<file path="src/design/pfs_pkg.sv">
// shared types and constants for the palette fade stepper
package pfs_pkg;

  localparam int PALETTE_ENTRIES_DEF = 64;

  localparam int CFG_W = 7;
  localparam logic [CFG_W-1:0] ENTRIES_RST = 7'd64;

  localparam int CHAN_W = 8;
  localparam logic [CHAN_W-1:0] FADE_STEP = 8'h22;
  localparam logic [CHAN_W-1:0] CHAN_MAX  = 8'hFF;

  localparam int IN_DATA_W  = 40;
  localparam int OUT_DATA_W = 32;

  // opcodes
  localparam logic [2:0] OP_WR_CUR    = 3'd0;
  localparam logic [2:0] OP_WR_TGT    = 3'd1;
  localparam logic [2:0] OP_RD_CUR    = 3'd2;
  localparam logic [2:0] OP_IN_BLACK  = 3'd3;
  localparam logic [2:0] OP_OUT_BLACK = 3'd4;
  localparam logic [2:0] OP_IN_WHITE  = 3'd5;
  localparam logic [2:0] OP_OUT_WHITE = 3'd6;

  typedef enum logic [3:0] {
    S_IDLE,
    S_CMD_WR,
    S_RD,
    S_RD_WAIT,
    S_READ,
    S_LOAD,
    S_CHAN,
    S_WRITE,
    S_DONE
  } pfs_state_t;

  // result of one channel step
  typedef struct packed {
    logic [CHAN_W-1:0] val;
    logic              cont;
  } pfs_step_t;

endpackage

</file>
<file path="src/design/pfs_ram.sv">
// generic single-write, single-read ram with registered read data
module pfs_ram #(
  parameter int WIDTH = 24,
  parameter int DEPTH = 64
) (
  input  logic                                       clk,
  input  logic                                       we,
  input  logic [((DEPTH > 1) ? $clog2(DEPTH) : 1)-1:0] waddr,
  input  logic [WIDTH-1:0]                           wdata,
  input  logic [((DEPTH > 1) ? $clog2(DEPTH) : 1)-1:0] raddr,
  output logic [WIDTH-1:0]                           rdata
);

  logic [WIDTH-1:0] mem_r [DEPTH];
  logic [WIDTH-1:0] rdata_r;

  always_ff @(posedge clk) begin
    if (we) begin
      mem_r[waddr] <= wdata;
    end
    rdata_r <= mem_r[raddr];
  end

  assign rdata = rdata_r;

endmodule

</file>
<file path="src/design/pfs_chan_step.sv">
// shared unit: moves one channel by the fade step toward its goal, clamped
module pfs_chan_step (
  input  logic [7:0]         val_i,
  input  logic [7:0]         goal_i,
  input  logic               rising_i,
  output pfs_pkg::pfs_step_t step_o
);
  import pfs_pkg::*;

  logic [8:0] v9;
  logic [8:0] g9;
  logic [8:0] up9;
  logic [8:0] lim9;

  assign v9   = {1'b0, val_i};
  assign g9   = {1'b0, goal_i};
  assign up9  = v9 + {1'b0, FADE_STEP};
  assign lim9 = g9 + {1'b0, FADE_STEP};

  always_comb begin
    step_o.val  = val_i;
    step_o.cont = 1'b1;
    if (rising_i) begin
      if (v9 < g9) begin
        if (up9 >= g9) begin
          step_o.val = goal_i;
        end else begin
          step_o.val  = up9[7:0];
          step_o.cont = 1'b0;
        end
      end
    end else begin
      if (v9 > g9) begin
        // value minus step at or below goal
        if (v9 <= lim9) begin
          step_o.val = goal_i;
        end else begin
          step_o.val  = val_i - FADE_STEP;
          step_o.cont = 1'b0;
        end
      end
    end
  end

endmodule

</file>
<file path="src/design/palette_fade_stepper.sv">
// top level: palette store, command sequencer and fade engine
//
// palette fade stepper: holds a current and a target rgb palette and runs
// one command per input item, giving exactly one result item each. write
// commands load an entry of either palette, a read returns the current
// entry, and each fade step walks entries 0 to entries_in_use-1
// (clamped to the palette size), moving each entry one channel at a
// time by 0x22 toward black, white or the target entry. each entry
// takes one ram read, one load, one to three passes through the single
// shared channel-step unit, and one write back. in_tready is high only
// while the sequencer is idle; a finished result sits in the output
// register so the next item may be taken before it is drained. both
// palettes read as zero after reset through per-entry valid bits, so no
// clearing pass is needed. the user must write entries_in_use through
// cfg_wr_en / cfg_wr_data only while the block is idle; the block does
// not enforce this.
module palette_fade_stepper #(
  parameter int PALETTE_ENTRIES = pfs_pkg::PALETTE_ENTRIES_DEF
) (
  input  logic                            clk,
  input  logic                            rst_n,
  // opcode[2:0], entry_index[8:3], red_in[16:9], green_in[24:17],
  // blue_in[32:25], zero fill above
  input  logic [pfs_pkg::IN_DATA_W-1:0]   in_tdata,
  input  logic                            in_tvalid,
  output logic                            in_tready,
  // fade_done[0], red_out[8:1], green_out[16:9], blue_out[24:17],
  // zero fill above
  output logic [pfs_pkg::OUT_DATA_W-1:0]  out_tdata,
  output logic                            out_tvalid,
  input  logic                            out_tready,
  input  logic                            cfg_wr_en,
  input  logic [pfs_pkg::CFG_W-1:0]       cfg_wr_data
);
  import pfs_pkg::*;

  localparam int AW   = (PALETTE_ENTRIES > 1) ? $clog2(PALETTE_ENTRIES) : 1;
  localparam int CNTW = $clog2(PALETTE_ENTRIES + 1);
  localparam int CMPW = (CNTW > CFG_W) ? CNTW : CFG_W;
  localparam int RGBW = 3 * CHAN_W;

  // configuration
  logic [CFG_W-1:0] cfg_entries_r;

  // sequencer
  pfs_state_t state_r, state_nxt;

  // latched item
  logic [2:0]        op_r;
  logic [5:0]        idx_r;
  logic [RGBW-1:0]   rgb_r;
  logic              rng_r;

  // fade engine
  logic [CNTW-1:0]   ent_r;
  logic [1:0]        k_r;
  logic [CHAN_W-1:0] ch_r   [3];
  logic [CHAN_W-1:0] goal_r [3];
  logic              fade_ok_r;
  logic [RGBW-1:0]   res_rgb_r;

  // output register
  logic              out_tvalid_r;
  logic              out_done_r;
  logic [RGBW-1:0]   out_rgb_r;

  // valid bits, one per entry
  logic [PALETTE_ENTRIES-1:0] cur_vld_r;
  logic [PALETTE_ENTRIES-1:0] tgt_vld_r;
  logic              cur_rv_r;
  logic              tgt_rv_r;

  // memories
  logic              cur_we;
  logic [AW-1:0]     cur_waddr;
  logic [RGBW-1:0]   cur_wdata;
  logic              tgt_we;
  logic [AW-1:0]     rd_addr;
  logic [RGBW-1:0]   cur_rdata;
  logic [RGBW-1:0]   tgt_rdata;
  logic [RGBW-1:0]   cur_word;
  logic [RGBW-1:0]   tgt_word;

  // item fields
  logic [2:0]        f_op;
  logic [5:0]        f_idx;
  logic              f_rng;
  logic              in_acc;
  logic              in_fade;
  logic [AW-1:0]     idx_addr;
  logic [AW-1:0]     ent_addr;

  // walk length
  logic [CMPW-1:0]   cfg_ext;
  logic [CMPW-1:0]   lim_ext;
  logic [CNTW-1:0]   n_lim;
  logic [CNTW-1:0]   ent_inc;

  // channel step
  logic              fade_in;
  logic              rising;
  logic [1:0]        pos;
  pfs_step_t         step;
  logic              out_free;
  logic              is_fade_op;

  assign f_op   = in_tdata[2:0];
  assign f_idx  = in_tdata[8:3];
  assign f_rng  = (CMPW'(f_idx) < CMPW'(PALETTE_ENTRIES));
  assign in_acc = in_tvalid && in_tready;
  assign in_fade = (f_op == OP_IN_BLACK) || (f_op == OP_OUT_BLACK) ||
                   (f_op == OP_IN_WHITE) || (f_op == OP_OUT_WHITE);

  assign idx_addr = AW'(idx_r);
  assign ent_addr = ent_r[AW-1:0];

  assign cfg_ext = CMPW'(cfg_entries_r);
  assign lim_ext = (cfg_ext > CMPW'(PALETTE_ENTRIES)) ? CMPW'(PALETTE_ENTRIES) : cfg_ext;
  assign n_lim   = CNTW'(lim_ext);
  assign ent_inc = ent_r + CNTW'(1);

  assign is_fade_op = (op_r == OP_IN_BLACK) || (op_r == OP_OUT_BLACK) ||
                      (op_r == OP_IN_WHITE) || (op_r == OP_OUT_WHITE);
  assign fade_in = (op_r == OP_IN_BLACK) || (op_r == OP_IN_WHITE);
  assign rising  = (op_r == OP_IN_BLACK) || (op_r == OP_OUT_WHITE);
  // fade-ins go blue, green, red; fade-outs red, green, blue
  assign pos     = fade_in ? (2'd2 - k_r) : k_r;
  assign out_free = !out_tvalid_r || out_tready;

  // entries never written read as zero
  assign cur_word = cur_rv_r ? cur_rdata : '0;
  assign tgt_word = tgt_rv_r ? tgt_rdata : '0;

  pfs_chan_step u_step (
    .val_i    (ch_r[pos]),
    .goal_i   (goal_r[pos]),
    .rising_i (rising),
    .step_o   (step)
  );

  pfs_ram #(.WIDTH(RGBW), .DEPTH(PALETTE_ENTRIES)) u_cur_ram (
    .clk   (clk),
    .we    (cur_we),
    .waddr (cur_waddr),
    .wdata (cur_wdata),
    .raddr (rd_addr),
    .rdata (cur_rdata)
  );

  pfs_ram #(.WIDTH(RGBW), .DEPTH(PALETTE_ENTRIES)) u_tgt_ram (
    .clk   (clk),
    .we    (tgt_we),
    .waddr (idx_addr),
    .wdata (rgb_r),
    .raddr (rd_addr),
    .rdata (tgt_rdata)
  );

  // next state
  always_comb begin
    state_nxt = state_r;
    case (state_r)
      S_IDLE: begin
        if (in_acc) begin
          if ((f_op == OP_WR_CUR) || (f_op == OP_WR_TGT)) begin
            state_nxt = S_CMD_WR;
          end else if (f_op == OP_RD_CUR) begin
            state_nxt = S_RD;
          end else if (in_fade && (n_lim != '0)) begin
            state_nxt = S_READ;
          end else begin
            state_nxt = S_DONE;
          end
        end
      end
      S_CMD_WR:  state_nxt = S_DONE;
      S_RD:      state_nxt = S_RD_WAIT;
      S_RD_WAIT: state_nxt = S_DONE;
      S_READ:    state_nxt = S_LOAD;
      S_LOAD:    state_nxt = S_CHAN;
      S_CHAN: begin
        if (!step.cont || (k_r == 2'd2)) begin
          state_nxt = S_WRITE;
        end
      end
      S_WRITE:   state_nxt = (ent_inc == n_lim) ? S_DONE : S_READ;
      S_DONE: begin
        if (out_free) begin
          state_nxt = S_IDLE;
        end
      end
      default:   state_nxt = S_IDLE;
    endcase
  end

  // outputs of the sequencer
  always_comb begin
    in_tready = 1'b0;
    cur_we    = 1'b0;
    tgt_we    = 1'b0;
    cur_waddr = ent_addr;
    cur_wdata = {ch_r[0], ch_r[1], ch_r[2]};
    rd_addr   = ent_addr;
    case (state_r)
      S_IDLE:   in_tready = 1'b1;
      S_CMD_WR: begin
        cur_waddr = idx_addr;
        cur_wdata = rgb_r;
        cur_we    = rng_r && (op_r == OP_WR_CUR);
        tgt_we    = rng_r && (op_r == OP_WR_TGT);
      end
      S_RD:     rd_addr = idx_addr;
      S_WRITE:  cur_we = 1'b1;
      default: begin
      end
    endcase
  end

  always_ff @(posedge clk) begin
    if (!rst_n) begin
      state_r       <= S_IDLE;
      cfg_entries_r <= ENTRIES_RST;
      cur_vld_r     <= '0;
      tgt_vld_r     <= '0;
      out_tvalid_r  <= 1'b0;
    end else begin
      state_r <= state_nxt;
      if (cfg_wr_en) begin
        cfg_entries_r <= cfg_wr_data;
      end
      if (cur_we) begin
        cur_vld_r[cur_waddr] <= 1'b1;
      end
      if (tgt_we) begin
        tgt_vld_r[idx_addr] <= 1'b1;
      end
      if (state_r == S_DONE && out_free) begin
        out_tvalid_r <= 1'b1;
      end else if (out_tready) begin
        out_tvalid_r <= 1'b0;
      end
    end
  end

  // datapath registers
  always_ff @(posedge clk) begin
    cur_rv_r <= cur_vld_r[rd_addr];
    tgt_rv_r <= tgt_vld_r[rd_addr];
    case (state_r)
      S_IDLE: begin
        if (in_acc) begin
          op_r      <= f_op;
          idx_r     <= f_idx;
          rng_r     <= f_rng;
          // palette words hold red, green, blue from the high byte down
          rgb_r     <= {in_tdata[16:9], in_tdata[24:17], in_tdata[32:25]};
          res_rgb_r <= '0;
          fade_ok_r <= 1'b1;
          ent_r     <= '0;
        end
      end
      S_RD_WAIT: begin
        if (rng_r) begin
          res_rgb_r <= cur_word;
        end
      end
      S_LOAD: begin
        k_r     <= '0;
        ch_r[0] <= cur_word[23:16];
        ch_r[1] <= cur_word[15:8];
        ch_r[2] <= cur_word[7:0];
        for (int c = 0; c < 3; c++) begin
          if (op_r == OP_OUT_BLACK) begin
            goal_r[c] <= '0;
          end else if (op_r == OP_OUT_WHITE) begin
            goal_r[c] <= CHAN_MAX;
          end else begin
            goal_r[c] <= tgt_word[(2-c)*CHAN_W +: CHAN_W];
          end
        end
      end
      S_CHAN: begin
        ch_r[pos] <= step.val;
        k_r       <= k_r + 2'd1;
        if (!step.cont) begin
          fade_ok_r <= 1'b0;
        end
      end
      S_WRITE:  ent_r <= ent_inc;
      S_DONE: begin
        if (out_free) begin
          out_done_r <= is_fade_op && fade_ok_r;
          out_rgb_r  <= res_rgb_r;
        end
      end
      default: begin
      end
    endcase
  end

  // res_rgb_r holds blue, green, red from the low byte up
  assign out_tvalid = out_tvalid_r;
  assign out_tdata  = {{(OUT_DATA_W - RGBW - 1){1'b0}}, out_rgb_r[7:0],
                       out_rgb_r[15:8], out_rgb_r[23:16], out_done_r};

  a_accept_leaves_idle : assert property (@(posedge clk) disable iff (!rst_n)
    in_tvalid && in_tready |=> state_r != S_IDLE)
    else $error("accepted item did not start the sequencer");

  a_walk_in_range : assert property (@(posedge clk) disable iff (!rst_n)
    (state_r == S_CHAN) || (state_r == S_WRITE) |-> ent_r < n_lim)
    else $error("fade walk beyond entries in use");

  a_result_from_done : assert property (@(posedge clk) disable iff (!rst_n)
    $rose(out_tvalid_r) |-> $past(state_r) == S_DONE)
    else $error("result raised outside done state");

  a_done_hands_off : assert property (@(posedge clk) disable iff (!rst_n)
    (state_r == S_DONE) && out_free |=> out_tvalid_r && (state_r == S_IDLE))
    else $error("finished result not handed to output register");

endmodule
</file>
<file path="config.mk">
export PLATFORM = sky130hd
export DESIGN_NAME = palette_fade_stepper
export DESIGN_NICKNAME = d
export VERILOG_FILES = /design/src/design/pfs_pkg.sv /design/src/design/pfs_ram.sv /design/src/design/pfs_chan_step.sv /design/src/design/palette_fade_stepper.sv
export SDC_FILE = /design/constraint.sdc
export NUM_CORES = 2
export LEC_CHECK = 0
export CAP_MARGIN = 20
export CORE_UTILIZATION = 57
export DETAILED_ROUTE_END_ITERATION = 8
export DONT_BUFFER_PORTS = 1
export HOLD_SLACK_MARGIN = 0.12
export PLACE_DENSITY = 0.85
export SLEW_MARGIN = 30
export SYNTH_ARGS = -nofsm -noshare
export SYNTH_HDL_FRONTEND = slang
export SYNTH_SLANG_ARGS = --single-unit
</file>
<file path="constraint.sdc">
create_clock -name clk -period 5.3 [get_ports clk]
set_clock_uncertainty 0.1 [all_clocks]
set_input_delay 0.265 -clock clk [delete_from_list [all_inputs] [get_ports clk]]
set_output_delay 0.265 -clock clk [all_outputs]
set_load 0.05 [all_outputs]
</file>
After elaboration in Yosys (flattened, before gate mapping)
Memories as Yosys holds them, arrays and structs flattened. A register that Yosys moved wholly into a read port is not among the register bits.
Cells that the tools add are included.
Storage, ports and cells
  register bits after elaboration: 234
  RAM bits: 3120
  output and inout port bits: 34
  logic and storage cells: 176
  memories kept: 4
Memory list
  u_cur_ram.mem_r: depth 64, width 24, rd ports 1, clocked after memory_dff 1, write ports 1, RTL line pfs_ram.sv:14  | logic [WIDTH-1:0] mem_r [DEPTH];
  u_tgt_ram.mem_r: depth 64, width 24, rd ports 1, clocked after memory_dff 1, write ports 1, RTL line pfs_ram.sv:14
  ch_r: depth 3, width 8, rd ports 4, clocked after memory_dff 0, write ports 3, RTL line palette_fade_stepper.sv:57  | logic [CHAN_W-1:0] ch_r [3];
  goal_r: depth 3, width 8, rd ports 1, clocked after memory_dff 0, write ports 3, RTL line palette_fade_stepper.sv:58  | logic [CHAN_W-1:0] goal_r [3];
Operators by class
  $add $sub $neg: 6
  order comparisons: 10
  eq/ne operators: 25
  mux-type cells: 71
  bitwise operators: 8
  reduce and logical (&&, ||, !) cells: 36
Operator list (number)
  64-bit OR: 2
  24-bit 2-to-1 mux: 4
  8-bit 2-to-1 mux: 9
  24-bit case mux with 2 select lines: 1
  1-bit 2-to-1 mux: 32
  4-bit case mux with 8 select lines: 1
  4-bit 2-to-1 mux: 7
  9-bit 2-to-1 mux: 3
  6-bit by 7-bit < comparator with 1-bit output, second input constant: 3
  8-bit by 6-bit adder with 9-bit output, second input constant: 2
  3-bit equality test, second input constant: 6
  4-bit by 3-bit equality test with 1-bit output, second input constant: 4
  7-bit 2-to-1 mux: 2
  7-bit case mux with 2 select lines: 1
  1-bit binary-select mux with 6-bit select: 2
  1-bit demux with 6-bit select: 2
  6-bit by 1-bit >= comparator with 1-bit output, second input constant: 2
  6-bit 2-to-1 mux: 2
  1-bit logical OR: 11
  2-bit nonzero test: 5
  3-bit by 2-bit equality test with 1-bit output, second input constant: 3
  9-bit by 8-bit >= comparator with 1-bit output: 1
  8-bit by 9-bit <= comparator with 1-bit output: 1
  4-bit by 2-bit equality test with 1-bit output, second input constant: 2
  other kinds (26): 48

Depth between registers and ports, before layout
An unclocked memory read counts as a cell.
  depth in word-level cells: 13
  depth in mapped cells: 24

Modules after synthesis
A second synthesis with hierarchy kept.
Unflattened totals
  cells, all modules: 6580
  area total of the unflattened synthesis: 132631.0 µm²
Modules (own cells, without submodules)
  pfs_ram: times used 2, cells each 2610, area an instance 59295.6 µm², sequential area each 46604.7 µm²
  palette_fade_stepper: times used 1, cells each 1182, area an instance 12709.7 µm², sequential area each 7287.0 µm²
  pfs_chan_step: times used 1, cells each 178, area an instance 1330.0 µm², sequential area each 0.0 µm²

Worst setup path after synthesis
No wires, ideal clock.
  path type: register to register
  start: register k_r[0]
  end: memory ch_r[0][4], data pin
  arrival: 4966 ps
  data required time: 4945 ps
  path slack: -22 ps
  stages on the path, launching flop included: 24
  path buffers: 8
  clock period less this slack: 5322 ps
  cell sequence: edfxtp_1 > buf_4 > buf_4 > buf_4 > buf_1 > inv_1 > ha_1 > clkbuf_1 > nand3_1 > nand2_2 > buf_6 > clkbuf_1 > mux4_2 > inv_1 > ha_1 > o21bai_1 > a221oi_1 > o21ai_1 > a41oi_2 > clkbuf_1 > nor2_1 > o32ai_1 > nor4_1 > a31o_1
RTL lines
  start, declared: RTL line palette_fade_stepper.sv:56  | logic [1:0] k_r;
  start signal, assigned: RTL line palette_fade_stepper.sv:284  | k_r <= k_r + 2'd1;
  end, declared: RTL line palette_fade_stepper.sv:57

==> flow_summary.yaml <==
critical_path:
  worstSetupPathType: "reg2reg"
  worstReg2RegStart: "k_r[1]"
  required_ns: 5.88
  cp.arrival_ns: 5.56
  crit_path_end_kind: "register"
  critPathLaunchType: "register"
  critPathLaunch: "k_r[1]"
  crit_fanout: 11
  r2r_cells: 17
floorplanning:
  core.rowCount: 176
  die_x_um: 484
  dieArea_um2: 235000
  ios: 86
  die_h_um: 484
  coreArea_um2: 231000
  start_util_pct: 57.5
yosys:
  yosys_most_used_dff: "edfxtp_1"
  async_flop_share_pct: 0
  synth_area_um2: 133000
  synth_cell_types: 81
  syn_area_per_cell_um2: 19.7
  yosysWarnings: 0
  ys_seq_area_share_pct: 75.8
  synth_edf_count: 3220
  ys_ff_latch: 3410
  synth_cells: 6733
global_routing:
  grt_start_max_net_pins: 139
  grt.busiest_layer: "met2"
  grt_pass1_vias: 76000
  use_met2_pct: 52.1
  use_met3_pct: 8.90
  use_met1_pct: 40.9
  grt_pass1_wl_um: 550000
  grt-ovfl-total: 0
  antenna_found_initial: 23
  grt_usage_pct: 33.1
sta:
  max_freq_ghz: 0.201
  drv_slew: 0
  setup_violations: 0
  hold_viol: 0
  holdWs_ns: 0.323
  max-slew-margin-rel_pct: 23.0
  tns_ns: 0
  post-route-period-util_pct: 94.0
  tightest_slew_ns: 1.15
  setup_slack_ns: 0.320
  rsz0062_at_grt: "no"
  fin_crit_ns: 4.98
finish:
  fin_util_pct: 64.8
  fill_cells: 13400
  final_area_um2: 149000
  final_nets: 7165
  syn_to_final_growth_pct: 12.6
  final-instance-count-excl-fill: 10400
  drive_gt1_share_pct: 24.7
place:
  dp_slack_ns: 0.103
  post-place-cells: 9692
  post_dp_cell_area_um2: 138000
  port_buffers: 0
  hpwl_um: 187000
  place_congestion: 0.877
run:
  cap_violations: 0
power:
  cellPowerDensity_nw_per_um2: 460
  ir_worst_vdd_mv: 0.426
  power_mw: 68.7
  leakagePower_nw: 47.7
clock_tree:
  clockBufferDepth: 4
  clkSinkCount: 3410
  cts_tree: "done"
  clockRootBuffer: "clkbuf_16"
  insertion_delay_ns: 0.98
  numCtsBuffers: 322
  cts_max_level: 5
  clkSlewWorstSetupHoldPaths_ns: 0.07
routing:
  wl_um: 392000
  ant_nets: 0
  drt_pass1_iterations: 9
  drt-vias-per-instance: 7.35
  vias: 76200
  drc: 5
  post_drt_wl_per_cell_um: 37.9
  drt_iter0_drc: 14200
hold_path:
  hold_depth: 0
  min_from: "res_rgb_r[17]"
  hp-class: "reg2reg"
status:
  status: "complete, but fails checks"
  violations: "DRC"
## layout by cell type, fill, tap and decap left out, drive strengths merged, types with 15 or more instances in the layout
| cell type | netlist | routed |
|---|---|---|
| a211oi | 253 | 253 |
| a21o | 30 | 30 |
| a21oi | 125 | 125 |
| a311oi | 101 | 101 |
| a31oi | 108 | 108 |
| and2 | 206 | 206 |
| buf | 193 | 353 |
| bufinv | 0 | 19 |
| clkbuf | 228 | 408 |
| clkinv | 0 | 115 |
| dfxtp | 190 | 190 |
| dlygate4sd3 | 0 | 91 |
| edfxtp | 3220 | 3220 |
| ha | 27 | 27 |
| inv | 29 | 35 |
| mux2i | 31 | 31 |
| mux4 | 801 | 801 |
| nand2 | 580 | 580 |
| nand2b | 15 | 15 |
| nand3 | 49 | 49 |
| nor2 | 190 | 190 |
| nor3 | 31 | 31 |
| o21a | 129 | 129 |
| o21ai | 52 | 52 |
## report_power, final
group | total (mW) | internal (mW) | switching, mW
Clock | 22.7 | 12.5 | 10.2
Sequential | 31.6 | 31.0 | 0.579
Combinational | 14.4 | 4.97 | 9.42
Total | 68.7 | 48.5 | 20.2
## synthesized netlist by cell type, drive strengths merged (4+ instances only)
library cell | count | area, µm²
o22ai | 7 | 43.8
nand2b | 15 | 93.8
ha | 27 | 338
nand3b | 6 | 45.0
and3 | 7 | 48.8
o41ai | 4 | 35.0
nand3 | 49 | 245
o31ai | 5 | 56.3
nor2b | 14 | 87.6
nand2 | 580 | 2180
a21oi | 125 | 629
a21o | 30 | 225
nor3 | 31 | 160
xnor2 | 14 | 123
o211ai | 6 | 45.0
a311oi | 101 | 885
buf | 193 | 1010
o21a | 129 | 968
nor4b | 6 | 58.8
nand4 | 4 | 25.0
nor2 | 190 | 723
a211oi | 253 | 1900
a31oi | 108 | 703
o21ai | 52 | 272
edfxtp | 3220 | 96700
dfxtp | 190 | 3800
nor3b | 9 | 67.6
mux2i | 31 | 310
o2111ai | 4 | 35.0
and2 | 206 | 1290
mux2 | 6 | 67.6
inv | 29 | 109
xor2 | 10 | 106
clkbuf | 228 | 856
mux4 | 801 | 18000
## critical path, stage by stage (launching register included)
cell and delay [ns]:
edfxtp_1 0.40, ha_1 0.49, and3_4 0.33, o21ai_0 0.17, a31oi_4 0.40, ha_1 0.32, nand3_1 0.20, a21oi_1 0.23
xnor2_1 0.19, ha_1 0.31, o211ai_1 0.09, a21oi_1 0.08, a211oi_2 0.35, o31ai_4 0.22, nand2_1 0.16, nand2_1 0.13
a22oi_2 0.31, o21ai_0 0.19
## area by class of cell
type	count	area (µm²)	area share, %
Inverter	29	110	0.0737
Clock buffer	408	8690	5.82
Clock inverter	154	1260	0.845
Sequential cell	3410	100000	67.3
Timing Repair Buffer	444	4150	2.78
Antenna cell	11	27.5	0.0184
Multi-Input combinational cell	2879	30800	20.6
Tap cell	3026	3790	2.54
## per-layer routing
| layer | part of all wire, % | routed length, µm |
|---|---|---|
| met5 | 0.096 | 377 |
| met4 | 8.0 | 31300 |
| met3 | 14 | 55900 |
| met2 | 47 | 184000 |
| met1 | 31 | 120000 |
## cells by family after synthesis
kind of cell | count (synthesis) | share of synthesized area, %
mux | 838 | 13.9
other cells | 1 | 0.00283
flops | 3410 | 75.8
fa+ha+maj | 28 | 0.262
xor+xnor | 24 | 0.173
buf+inv | 450 | 1.49
simple gates | 1134 | 3.89
compound gates | 848 | 4.54
## timing repair
action                                 4_1_cts  5_1_grt
hold buffers                                92        0
setup endpoints to repair                    0       33
setup buffers                                0        4
resized for setup                            0       11
endpoints found under the hold margin      206        0
## worst paths after layout
| check | end | slack (ns) |
|---|---|---|
| setup / recovery | ch_r[2][1] | 0.32 |
| hold / removal | out_rgb_r[17] | 0.32 |
| setup reg to reg | ch_r[2][1] | 0.32 |
| hold reg to reg | out_rgb_r[17] | 0.32 |
## registers in the layout (all words and copies together), names as in the netlist, 32 cells and up
register         cells
u_tgt_ram.mem_r   1536
cur_vld_r           64
ch_r                32
u_cur_ram.mem_r   1536
tgt_vld_r           64
No activity file was read; power rests on OpenSTA's default activity.
